[config.mk]
export PLATFORM = sky130hd
export DESIGN_NAME = mnemonic_line_assembler_top_flat
export DESIGN_NICKNAME = d
export VERILOG_FILES = /design/src/hw/rtl/mla_pkg.sv /design/src/hw/rtl/mla_if.sv /design/src/hw/rtl/mla_in_stage.sv /design/src/hw/rtl/mla_step.sv /design/src/hw/rtl/mla_out_stage.sv /design/src/hw/rtl/mnemonic_line_assembler_top.sv /design/src/flat_wrapper.sv
export SDC_FILE = /design/constraint.sdc
export NUM_CORES = 1
export LEC_CHECK = 0
export BUFFER_PORTS_ARGS = -buffer_cell sky130_fd_sc_hd__buf_4
export CORE_ASPECT_RATIO = 0.9
export CORE_MARGIN = 2
export CORE_UTILIZATION = 55
export DETAILED_ROUTE_END_ITERATION = 6
export PLACE_DENSITY = 0.73
export SETUP_SLACK_MARGIN = 0.02
export SLEW_MARGIN = 20
export SYNTH_ARGS = -nofsm -noshare
export SYNTH_HDL_FRONTEND = slang
export SYNTH_SLANG_ARGS = --single-unit
[constraint.sdc]
create_clock -name clk_i -period 6.85 [get_ports clk_i]
set_clock_uncertainty 0.2 [all_clocks]
set_input_delay 1.37 -clock clk_i [delete_from_list [all_inputs] [get_ports clk_i]]
set_output_delay 1.37 -clock clk_i [all_outputs]
set_load 0.01 [all_outputs]
[src/hw/rtl/mla_pkg.sv]
package mla_pkg;

  localparam int ByteW = 8;
  localparam int TextW = 32;
  localparam int LenW = 3;
  localparam int NumOps = 21;
  localparam int ParamDigitsDef = 8;

  localparam logic [ByteW-1:0] CharZero  = 8'h30;
  localparam logic [ByteW-1:0] CharOne   = 8'h31;
  localparam logic [ByteW-1:0] CharNine  = 8'h39;
  localparam logic [ByteW-1:0] CharNl    = 8'h0a;
  localparam logic [ByteW-1:0] CharSlash = 8'h2f;

  localparam logic ErrUnknownCmd = 1'b0;
  localparam logic ErrBadParam   = 1'b1;

  typedef struct packed {
    logic [TextW-1:0] text;
    logic [LenW-1:0]  len;
    logic [ByteW-1:0] code;
    logic [1:0]       nparams;
  } op_entry_t;

  typedef struct packed {
    logic             hit;
    logic [ByteW-1:0] code;
    logic [1:0]       nparams;
  } op_hit_t;

  // input word after the input register
  typedef struct packed {
    logic             valid;
    logic [ByteW-1:0] ch;
    logic             end_of_input;
  } stage_t;

  // result word handed to the output register
  typedef struct packed {
    logic             valid;
    logic [ByteW-1:0] out_byte;
    logic             is_error;
    logic             error_code;
    logic [ByteW-1:0] line_number;
  } res_t;

  // first character in the low byte
  localparam op_entry_t OpTable [NumOps] = '{
    '{32'h00444441, 3'd3, 8'h00, 2'd2},  // ADD
    '{32'h00425553, 3'd3, 8'h01, 2'd2},  // SUB
    '{32'h004C554D, 3'd3, 8'h02, 2'd2},  // MUL
    '{32'h00564944, 3'd3, 8'h03, 2'd2},  // DIV
    '{32'h00444F4D, 3'd3, 8'h04, 2'd2},  // MOD
    '{32'h00444E41, 3'd3, 8'h05, 2'd2},  // AND
    '{32'h0000524F, 3'd2, 8'h06, 2'd2},  // OR
    '{32'h00524F58, 3'd3, 8'h07, 2'd2},  // XOR
    '{32'h00544F4E, 3'd3, 8'h08, 2'd1},  // NOT
    '{32'h00545247, 3'd3, 8'h09, 2'd2},  // GRT
    '{32'h0053534C, 3'd3, 8'h0B, 2'd2},  // LSS
    '{32'h004C5145, 3'd3, 8'h0D, 2'd2},  // EQL
    '{32'h0051454E, 3'd3, 8'h0E, 2'd2},  // NEQ
    '{32'h00564F4D, 3'd3, 8'h0F, 2'd2},  // MOV
    '{32'h00524853, 3'd3, 8'h10, 2'd2},  // SHR
    '{32'h004C4853, 3'd3, 8'h11, 2'd2},  // SHL
    '{32'h0042534C, 3'd3, 8'h12, 2'd2},  // LSB
    '{32'h0042534D, 3'd3, 8'h13, 2'd2},  // MSB
    '{32'h00004E49, 3'd2, 8'h14, 2'd2},  // IN
    '{32'h0054554F, 3'd3, 8'h15, 2'd2},  // OUT
    '{32'h544C4148, 3'd4, 8'h16, 2'd2}   // HALT
  };

  // parallel compare against every mnemonic
  function automatic op_hit_t op_lookup(input logic [TextW-1:0] text,
                                        input logic [LenW-1:0] len);
    op_hit_t r;
    r = '0;
    for (int k = 0; k < NumOps; k++) begin
      if (OpTable[k].text == text && OpTable[k].len == len) begin
        r.hit     = 1'b1;
        r.code    = OpTable[k].code;
        r.nparams = OpTable[k].nparams;
      end
    end
    return r;
  endfunction

endpackage

[src/hw/rtl/mla_if.sv]
interface mla_in_if;
  import mla_pkg::*;
  logic             valid;
  logic             ready;
  logic [ByteW-1:0] ch;
  logic             end_of_input;
  modport source (output valid, ch, end_of_input, input ready);
  modport sink (input valid, ch, end_of_input, output ready);
endinterface

interface mla_out_if;
  import mla_pkg::*;
  logic             valid;
  logic             ready;
  logic [ByteW-1:0] out_byte;
  logic             is_error;
  logic             error_code;
  logic [ByteW-1:0] line_number;
  modport source (output valid, out_byte, is_error, error_code, line_number, input ready);
  modport sink (input valid, out_byte, is_error, error_code, line_number, output ready);
endinterface

[src/hw/rtl/mla_in_stage.sv]
module mla_in_stage (
  input  logic           clk_i,
  input  logic           rst_ni,
  mla_in_if.sink         in_i,
  input  logic           advance_i,
  output mla_pkg::stage_t stage_o
);
  import mla_pkg::*;

  logic             valid_q;
  logic [ByteW-1:0] ch_q;
  logic             eoi_q;
  logic             load;

  assign in_i.ready = !valid_q || advance_i;
  assign load       = in_i.valid && in_i.ready;

  always_ff @(posedge clk_i or negedge rst_ni) begin
    if (!rst_ni) begin
      valid_q <= 1'b0;
    end else if (in_i.ready) begin
      valid_q <= in_i.valid;
    end
  end

  always_ff @(posedge clk_i) begin
    if (load) begin
      ch_q  <= in_i.ch;
      eoi_q <= in_i.end_of_input;
    end
  end

  assign stage_o = '{valid: valid_q, ch: ch_q, end_of_input: eoi_q};

endmodule

[src/hw/rtl/mla_step.sv]
module mla_step #(
  parameter int ParamDigits = mla_pkg::ParamDigitsDef
) (
  input  logic            clk_i,
  input  logic            rst_ni,
  input  mla_pkg::stage_t stage_i,
  input  logic            take_i,
  output mla_pkg::res_t   res_o
);
  import mla_pkg::*;

  localparam int DcW = $clog2(ParamDigits + 1);

  localparam logic [1:0] ModeMnem  = 2'd0;
  localparam logic [1:0] ModeParam = 2'd1;
  localparam logic [1:0] ModeStop  = 2'd2;

  logic [1:0]       mode_q, mode_d;
  logic [TextW-1:0] chars_q, chars_d;
  logic [LenW-1:0]  len_q, len_d;
  logic [ByteW-1:0] tail_q, tail_d;
  logic [DcW-1:0]   dc_q, dc_d;
  logic [1:0]       pl_q, pl_d;
  logic [ByteW-1:0] lc_q, lc_d;

  logic             fire;
  logic [ByteW-1:0] ch;
  logic             is_one;
  logic [ByteW-1:0] tail_shift;
  logic [1:0]       pl_dec;
  op_hit_t          hit;

  assign fire       = stage_i.valid && take_i;
  assign ch         = stage_i.ch;
  assign is_one     = (ch == CharOne);
  assign tail_shift = {tail_q[ByteW-2:0], is_one};
  assign pl_dec     = pl_q - 2'd1;
  assign hit        = op_lookup(chars_q, len_q);

  always_comb begin
    mode_d  = mode_q;
    chars_d = chars_q;
    len_d   = len_q;
    tail_d  = tail_q;
    dc_d    = dc_q;
    pl_d    = pl_q;
    lc_d    = lc_q;
    res_o   = '0;
    res_o.line_number = lc_q;
    if (fire) begin
      case (mode_q)
        ModeParam: begin
          if (stage_i.end_of_input) begin
            mode_d           = ModeStop;
            res_o.valid      = 1'b1;
            res_o.is_error   = 1'b1;
            res_o.error_code = ErrBadParam;
          end else if (dc_q < DcW'(ParamDigits)) begin
            if (ch inside {[CharZero:CharNine]}) begin
              tail_d = tail_shift;
              dc_d   = dc_q + DcW'(1);
            end else begin
              mode_d           = ModeStop;
              res_o.valid      = 1'b1;
              res_o.is_error   = 1'b1;
              res_o.error_code = ErrBadParam;
            end
          end else if (ch != CharNl) begin
            mode_d           = ModeStop;
            res_o.valid      = 1'b1;
            res_o.is_error   = 1'b1;
            res_o.error_code = ErrBadParam;
          end else begin
            // parameter byte reports the count after its own line
            res_o.valid       = 1'b1;
            res_o.out_byte    = tail_q;
            res_o.line_number = lc_q + 8'd1;
            tail_d = '0;
            dc_d   = '0;
            pl_d   = pl_dec;
            if (pl_dec == 2'd0) begin
              // the mnemonic line itself is counted last
              lc_d   = lc_q + 8'd2;
              mode_d = ModeMnem;
            end else begin
              lc_d = lc_q + 8'd1;
            end
          end
        end
        ModeMnem: begin
          if (stage_i.end_of_input) begin
            mode_d = ModeStop;
            if (len_q != '0) begin
              res_o.valid    = 1'b1;
              res_o.out_byte = tail_q;
            end
          end else if (ch == CharNl) begin
            if (len_q >= LenW'(2) && chars_q[2*ByteW-1:0] == {CharSlash, CharSlash}) begin
              chars_d = '0;
              len_d   = '0;
              tail_d  = '0;
              lc_d    = lc_q + 8'd1;
            end else if (hit.hit) begin
              chars_d        = '0;
              len_d          = '0;
              tail_d         = '0;
              mode_d         = ModeParam;
              pl_d           = hit.nparams;
              dc_d           = '0;
              res_o.valid    = 1'b1;
              res_o.out_byte = hit.code;
            end else begin
              mode_d           = ModeStop;
              res_o.valid      = 1'b1;
              res_o.is_error   = 1'b1;
              res_o.error_code = ErrUnknownCmd;
            end
          end else begin
            case (len_q)
              3'd0:    chars_d[7:0]   = ch;
              3'd1:    chars_d[15:8]  = ch;
              3'd2:    chars_d[23:16] = ch;
              3'd3:    chars_d[31:24] = ch;
              default: chars_d = chars_q;
            endcase
            tail_d = tail_shift;
            if (len_q < LenW'(5)) begin
              len_d = len_q + LenW'(1);
            end
          end
        end
        default: begin
          // stopped, no result until reset
        end
      endcase
    end
  end

  always_ff @(posedge clk_i or negedge rst_ni) begin
    if (!rst_ni) begin
      mode_q  <= ModeMnem;
      chars_q <= '0;
      len_q   <= '0;
      tail_q  <= '0;
      dc_q    <= '0;
      pl_q    <= '0;
      lc_q    <= 8'd1;
    end else begin
      mode_q  <= mode_d;
      chars_q <= chars_d;
      len_q   <= len_d;
      tail_q  <= tail_d;
      dc_q    <= dc_d;
      pl_q    <= pl_d;
      lc_q    <= lc_d;
    end
  end

  a_error_stops: assert property (@(posedge clk_i) disable iff (!rst_ni)
    res_o.valid && res_o.is_error |=> mode_q == ModeStop)
    else $error("error word did not stop the block");

  a_stopped_silent: assert property (@(posedge clk_i) disable iff (!rst_ni)
    fire && mode_q != ModeMnem && mode_q != ModeParam |-> !res_o.valid)
    else $error("result produced while stopped");

  a_digit_range: assert property (@(posedge clk_i) disable iff (!rst_ni)
    dc_q <= DcW'(ParamDigits))
    else $error("digit count past parameter width");

  a_param_line_clear: assert property (@(posedge clk_i) disable iff (!rst_ni)
    mode_q == ModeParam |-> chars_q == '0 && len_q == '0)
    else $error("mnemonic buffer not cleared in parameter mode");

endmodule

[src/hw/rtl/mla_out_stage.sv]
module mla_out_stage (
  input  logic          clk_i,
  input  logic          rst_ni,
  input  mla_pkg::res_t res_i,
  output logic          can_take_o,
  mla_out_if.source     out_o
);
  import mla_pkg::*;

  logic             valid_q;
  logic [ByteW-1:0] byte_q;
  logic             err_q;
  logic             code_q;
  logic [ByteW-1:0] line_q;

  assign can_take_o = !valid_q || out_o.ready;

  always_ff @(posedge clk_i or negedge rst_ni) begin
    if (!rst_ni) begin
      valid_q <= 1'b0;
    end else if (can_take_o) begin
      valid_q <= res_i.valid;
    end
  end

  always_ff @(posedge clk_i) begin
    if (can_take_o && res_i.valid) begin
      byte_q <= res_i.out_byte;
      err_q  <= res_i.is_error;
      code_q <= res_i.error_code;
      line_q <= res_i.line_number;
    end
  end

  assign out_o.valid       = valid_q;
  assign out_o.out_byte    = byte_q;
  assign out_o.is_error    = err_q;
  assign out_o.error_code  = code_q;
  assign out_o.line_number = line_q;

endmodule

[src/hw/rtl/mnemonic_line_assembler_top.sv]
// Line assembler for a fixed set of 21 mnemonics: one text character per word in, zero or one
// assembled byte per character out (opcode, parameter byte, end-of-text byte, or an error
// that stops the block until reset). The block takes one character every cycle; a character
// goes through the input register, the mnemonic/parameter decode and the result register
// before its result is on the outputs. The only thing
// that holds the input back is a full result register that the sink does not take.
module mnemonic_line_assembler_top #(
  parameter int ParamDigits = mla_pkg::ParamDigitsDef
) (
  input  logic      clk_i,
  input  logic      rst_ni,
  mla_in_if.sink    in_i,
  mla_out_if.source out_o
);
  import mla_pkg::*;

  stage_t stage;
  res_t   res;
  logic   can_take;
  logic   advance;

  assign advance = stage.valid && can_take;

  mla_in_stage u_in_stage (
    .clk_i     (clk_i),
    .rst_ni    (rst_ni),
    .in_i      (in_i),
    .advance_i (advance),
    .stage_o   (stage)
  );

  mla_step #(
    .ParamDigits (ParamDigits)
  ) u_step (
    .clk_i   (clk_i),
    .rst_ni  (rst_ni),
    .stage_i (stage),
    .take_i  (can_take),
    .res_o   (res)
  );

  mla_out_stage u_out_stage (
    .clk_i      (clk_i),
    .rst_ni     (rst_ni),
    .res_i      (res),
    .can_take_o (can_take),
    .out_o      (out_o)
  );

endmodule
[src/flat_wrapper.sv]
// flat-port wrapper written by rule: the top's interface ports become plain ports
module mnemonic_line_assembler_top_flat import mla_pkg::*;
#(
  parameter int ParamDigits = mla_pkg::ParamDigitsDef
)
  (clk_i, rst_ni, in_i_valid, in_i_ch, in_i_end_of_input, in_i_ready, out_o_valid, out_o_out_byte, out_o_is_error, out_o_error_code, out_o_line_number, out_o_ready);
  mla_in_if in_i_i ();
  mla_out_if out_o_i ();
  input  logic clk_i;
  input  logic rst_ni;
  input wire logic [$bits(in_i_i.valid)-1:0] in_i_valid;
  input wire logic [$bits(in_i_i.ch)-1:0] in_i_ch;
  input wire logic [$bits(in_i_i.end_of_input)-1:0] in_i_end_of_input;
  output wire logic [$bits(in_i_i.ready)-1:0] in_i_ready;
  output wire logic [$bits(out_o_i.valid)-1:0] out_o_valid;
  output wire logic [$bits(out_o_i.out_byte)-1:0] out_o_out_byte;
  output wire logic [$bits(out_o_i.is_error)-1:0] out_o_is_error;
  output wire logic [$bits(out_o_i.error_code)-1:0] out_o_error_code;
  output wire logic [$bits(out_o_i.line_number)-1:0] out_o_line_number;
  input wire logic [$bits(out_o_i.ready)-1:0] out_o_ready;
  assign in_i_i.valid = in_i_valid;
  assign in_i_i.ch = in_i_ch;
  assign in_i_i.end_of_input = in_i_end_of_input;
  assign in_i_ready = in_i_i.ready;
  assign out_o_valid = out_o_i.valid;
  assign out_o_out_byte = out_o_i.out_byte;
  assign out_o_is_error = out_o_i.is_error;
  assign out_o_error_code = out_o_i.error_code;
  assign out_o_line_number = out_o_i.line_number;
  assign out_o_i.ready = out_o_ready;
  mnemonic_line_assembler_top #(.ParamDigits(ParamDigits)) u_core (.clk_i(clk_i), .rst_ni(rst_ni), .in_i(in_i_i), .out_o(out_o_i));
endmodule
== Yosys cells after proc, flatten, opt, wreduce, memory -nomap -nowiden ==
Index checks and enable logic that the tools add are counted.
Storage, ports and cells
  output and inout bits: 20
  bits in registers: 88
  logic and storage cells: 226
  bits of input ports: 13
Cells by class
  bitwise logic cells: 1
  multiplexer cells: 99
  order comparisons: 5
  add/subtract/negate cells: 5
  equal/unequal tests: 48
  reductions and logical operators: 50
Operators with widths (number)
  $eq A23 B32 Y1 const A: 18
  $mux W11: 23
  $mux W8: 27
  $mux W32: 3
  $eq A15 B32 Y1 const A: 2
  $mux W2: 22
  $eq A31 B32 Y1 const A: 1
  $mux W4: 8
  $pmux W8 S2: 2
  $logic_and A1 B1 Y1: 26
  $reduce_and A5 Y1: 5
  $pmux W11 S2: 1
  $mux W19: 1
  $mux W9: 2
  $reduce_and A9 Y1: 2
  $eq A16 B14 Y1 const B: 1
  $ne A2 B2 Y1 const B: 8
  $mux W3: 4
  $reduce_bool A2 Y1: 6
  $ne A3 B2 Y1 const B: 3
  $add A8 B1 Y8 const B: 1
  $add A8 B2 Y8 const B: 1
  $eq A8 B4 Y1 const B: 1
  $eq A8 B6 Y1 const B: 1
  other kinds (30): 39

== Depth between registers and ports, before layout ==
  depth after elaboration: 30
  depth in mapped cells: 11
  depth with buffers taken out: 10

== Hierarchy ==
Synthesis repeated with hierarchy kept, for this count alone.
Second synthesis, totals
  cell total of the unflattened synthesis: 557
  area total of the unflattened synthesis: 5526.6 um^2
Modules (own cells, without submodules)
  mla_step: sequential area each 1477.7 um^2, area an instance 4586.9 um^2, instances 1, cells an instance 519
  mla_out_stage: sequential area each 565.5 um^2, area an instance 594.3 um^2, instances 1, cells an instance 22
  mla_in_stage: sequential area each 295.3 um^2, area an instance 339.1 um^2, instances 1, cells an instance 15
  mnemonic_line_assembler_top: sequential area each 0.0 um^2, area an instance 6.3 um^2, instances 1, cells an instance 1

== Least setup slack after synthesis ==
OpenSTA, ideal clock, no wires.
  kind: input -> register
  from: in out_o_ready
  to: reg u_core.u_out_stage.code_q, in the netlist u_core.u_out_stage.out_o.error_code (enable)
  stages on the path: 3
  required time: 6.249 ns
  buffers on the path: 0
  library setup time: 0.401 ns
  arrival: 2.803 ns
  slack: 3.447 ns
  cells stage by stage: o21ai_0 > or2_2 > a21oi_1
On the way
  longest elaborated chain between the ends: 4
RTL lines
  start: declaration: RTL line flat_wrapper.sv:20  | input wire logic [$bits(out_o_i.ready)-1:0] out_o_ready;
  $logic_or A1 B1 Y1 *: RTL line mla_out_stage.sv:16  | assign can_take_o = !valid_q || out_o.ready;
  $logic_and A1 B1 Y1: RTL line mla_step.sv:33  | assign fire = stage_i.valid && take_i;
  $mux W19: RTL line mla_step.sv:50  | if (fire) begin
  $logic_and A1 B1 Y1 *: RTL line mla_out_stage.sv:27  | if (can_take_o && res_i.valid) begin
  end signal: assignment: RTL line mla_out_stage.sv:30  | code_q <= res_i.error_code;
  end: declaration: RTL line mla_out_stage.sv:13  | logic code_q;
Mark *: on every way between the ends. The rest lies on a longest branch, timed or not.
A chain may end at the register's enable or synchronous reset.

== Worst setup path in the final report ==
  from: reg u_core.u_step.len_q[0]
  to: reg u_core.u_step.chars_q[24]
On the way
  longest elaborated chain between the ends: 25
  elaborated cells on any way between the ends: 53
  classes of those cells: order compare: 1; eq/ne: 5; mux: 23; reduce/logical: 24
RTL lines
  start: declaration: RTL line mla_step.sv:20  | logic [LenW-1:0] len_q, len_d;
  start signal: assignment: RTL line mla_step.sv:151  | len_q <= len_d;
  $eq A2 B3 Y1: RTL line mla_pkg.sv:78, mla_step.sv:119
  $logic_and A1 B1 Y1: RTL line mla_pkg.sv:78  | if (OpTable[k].text == text && OpTable[k].len == len) begin
  $mux W11 (21 in series): RTL line mla_pkg.sv:78
  $ne A3 B2 Y1 (no line)
  $reduce_and A5 Y1 (no line)
  end signal: assignment: RTL line mla_step.sv:150  | chars_q <= chars_d;
  end: declaration: RTL line mla_step.sv:19  | logic [TextW-1:0] chars_q, chars_d;
Parallel ways exist; a longest one is shown, timed or not.

==> metrics.csv <==
stage;metric;value;unit
power;worst_vdd_drop;0.217;mV
place;dpl_cell_area;0.00547;mm2
synthesis;ys_dominant_reg_cell;dfrtp_1;
synthesis;synth.cells.most_frequent;60 x dfrtp_1, 44 x nor2_1, 43 x nand2_1;
synthesis;yosysSeqAreaShare;45.8;%
sta;grt_setup_unrepaired;false;
clock_network;clk_path_buf_depth;2;
cells_and_area;final.fill_count;764;
global_routing;first_global_vias;4169;
synthesis;yosys.cell_count.top_type;dfrtp_1;
floorplan;floorplan.die_area;0.0101;mm2
floorplan;die-height;95.4;um
clock_network;post_cts.resized_instances;0;
sta;timing_worst_slew_pin_value;0.995;ns
drt;remaining_drc_errors;0;
floorplan;floorplan.io_pins;33;
floorplan;fp.coreArea;0.00908;mm2
run_status;run_status;finished clean;
synthesis;synth-compound-area-share;13.2;%
cells_and_area;final_cell_area;0.00568;mm2
clock_network;postCtsSetupBuffers;0;
global_routing;grt_first_pass_wirelength;22.3;mm
synthesis;synth_area_leader_cell;dfrtp_1;
clock_network;cts-htree-levels;3;
power;pwr_density_cell;321;mW/mm2
flow_run;timing.max_cap.violations;0;
cells_and_area;layout-drive-gt1-share;18.3;%
sta;fin_tns_setup;0;ns
drt;drtIter0Drc;400;
sta;relSlewSlack;32.7;%
place;post-dp-hpwl;10.2;mm
floorplan;die_w;106;um
synthesis;synth-adder-area-share;2.20;%
floorplan;initial_core_utilization;56.2;%
clock_network;clkSinkCount;88;
sta;fmaxAchievable;262;MHz
cells_and_area;fin_util;62.5;%
sta;finalCritPeriodShare;55.8;%
sta;finalSetupViolations;0;
critical_path;rr_worst_depth;10;
place;placement.setup.worst_slack;3.10;ns
critical_path;critPathCaptureType;register;
synthesis;synth_simple_gate_area_share;27.5;%
clock_network;clock_latency;0.38;ns
critical_path;crit_path_max_fanout;13;
clock_network;ctsHoldBuffers;0;
synthesis;syn_area;0.00511;mm2
synthesis;synth-xor-area-share;2.23;%
floorplan;std_cell_rows;33;
synthesis;synth_area_leaders;dfrtp_1 29%, edfxtp_1 16%, mux2_4 3.5%;
cells_and_area;layout-area-overhead-vs-synth;11.1;%
sta;hold_violations;0;
drt;post_drt_wl_per_cell;20.9;um
clock_network;cts_tree;yes;
sta;finalCriticalPeriod;3.82;ns
synthesis;post_synth_mux_area_share;7.00;%
global_routing;track_usage;28.6;%
synthesis;synth_warnings;0;
synthesis;ys_types;71;
place;total_of_buffers_placed_on_input_and_output_ports;32;
synthesis;syn-num-nets;520;
clock_network;cts.clk_slew.worst_paths;0.10;ns
critical_path;timing.setup.critical_path_class;reg -> reg;
drt;detailroute.via_count;4337;
drt;drt_pass1_iterations;5;
global_routing;globalRouteOverflowTotal;0;
hold_path;hold_class;reg -> reg;
synthesis;number_of_enable_flip_flop_cells_after_synthesis;27;
place;globalplace.congestion;0.990;
critical_path;worst_setup_path_start_kind;register;
power;static-leakage-power;0.00226;uW
cells_and_area;antenna_cells;0;
drt;routed_via_density;6.59;
clock_network;cts_root_buf;clkbuf_8;
drt;drt.antenna.violating_nets;0;
synthesis;synth_cells;498;
synthesis;synthesis.area_per_instance;10.3;um2
global_routing;grt_max_degree;62;
cells_and_area;post_layout_net_count;553;
clock_network;clock_buffer_count_from_cts;9;
synthesis;synth_top_family_by_area;simple AND/OR/NAND/NOR gates;
hold_path;hold-path-cell-count;1;
synthesis;synthDominantCellAreaShare;29.4;%
critical_path;setup.reg_to_reg.worst_slack;3.03;ns
synthesis;yosys_register_bits;88;
critical_path;cp.arrival;3.89;ns
sta;timing_max_transition_violations_final;0;
synthesis;asyncSetResetFlopFracSynth;69.3;%
global_routing;grt_antenna_before_repair;0;
drt;drt_wl_total;13.8;mm
critical_path;crit_required;6.92;ns
sta;setup_slack;3.03;ns
[routing by layer]
metal / global-route usage (%) / vias to the layer above / wire length, um
met5: 0 / - / 0
met4: 12.1 / 0 / 435
met3: 6.22 / 46 / 1130
met2: 42.8 / 211 / 6000
met1: 40.6 / 2110 / 6190
li1: - / 1970 / -
[critical path: stages (launching register included)]
cell and delay [ns]:
dfrtp_1 0.46, ha_1 0.24, ha_1 0.40, and3_1 0.28
nand4_1 0.15, o32a_1 0.19, o211ai_2 0.08, or4b_4 0.54
o31ai_4 0.52, o21bai_4 0.33, mux2_4 0.34
[worst paths after layout]
kind                                          from                         to
max                         u_core.u_step.len_q[0]  u_core.u_step.chars_q[24]
min                        u_core.u_step.tail_q[7]    u_core.u_step.tail_q[7]
max reg2reg                 u_core.u_step.len_q[0]  u_core.u_step.chars_q[24]
min reg2reg                u_core.u_step.tail_q[7]    u_core.u_step.tail_q[7]
max in group asynchronous                   rst_ni    u_core.u_step.tail_q[2]
min in group asynchronous                   rst_ni      u_core.u_step.lc_q[6]
[power breakdown]
part,internal [uW],total [uW],switching [uW]
combinational,247,571,324
clock,143,360,217
sequential,678,888,211
[cells in the final DEF (no fill, tap or decap), types with 3 or more instances in the layout]
master	count
xor2_1	5
o21a_1	4
nand4_1	22
or2_2	5
nand2_1	43
mux2_1	6
and4b_1	3
a22oi_1	3
a22o_1	7
dfrtp_1	60
o22ai_1	10
nor4b_1	7
and2_1	7
xnor2_1	8
mux2_4	12
ha_1	9
nor2b_1	7
o21ai_0	16
nor3_1	14
inv_1	17
o31ai_1	4
o41ai_1	3
buf_4	34
a21o_1	4
a32o_1	3
mux2_2	8
edfxtp_1	27
and3_1	7
a21oi_1	8
a21oi_4	4
nand4b_1	3
or3_1	6
or4_1	7
nand2b_1	6
nor2_1	44
nor4_1	14
clkbuf_8	9
nand3_1	27
[state kept, by name, indices dropped and copies added, names as in the netlist, 2 cells and up]
signal and count:
u_core.u_in_stage.ch_q 8, u_core.u_step.mode_q 2, u_core.u_step.lc_q 8, u_core.u_step.dc_q 4
u_core.u_step.len_q 3, u_core.u_out_stage.out_o.line_number 8, u_core.u_step.chars_q 32, u_core.u_step.tail_q 8
u_core.u_out_stage.out_o.out_byte 8, u_core.u_step.pl_q 2
[per-stage QoR]
step | hold slack, ns | total power (uW) | std cells
2_1_floorplan | 0.258 | 1240 | 498
3_3_place_gp | 0.279 | 1430 | 642
3_5_place_dp | 0.285 | 1450 | 642
4_1_cts | 0.306 | 1800 | 658
5_1_grt | 0.328 | 1930 | 658
6_report | 0.314 | 1820 | 658
[cell type report]
cell class	count	area [um2]	area share, %
clock inverter	7	72.6	1.28
tap	122	153	2.69
multi-input combinational	381	2670	47.0
clock buffer	9	124	2.18
sequential	88	2340	41.2
inverter	17	63.8	1.12
timing repair buffer	34	255	4.50
[kinds of logic (layout without fill, tap and decap cells)]
family | after synthesis | in the layout
XOR/XNOR | 13 | 13
AND/OR/NAND/NOR | 245 | 245
flip-flops | 88 | 88
adder cells (fa/ha/maj) | 9 | 9
buffers and inverters | 29 | 67
AO/OA/AOI/OAI | 86 | 86
multiplexers | 28 | 28
Note: power is estimated with default switching activity, not from simulation.
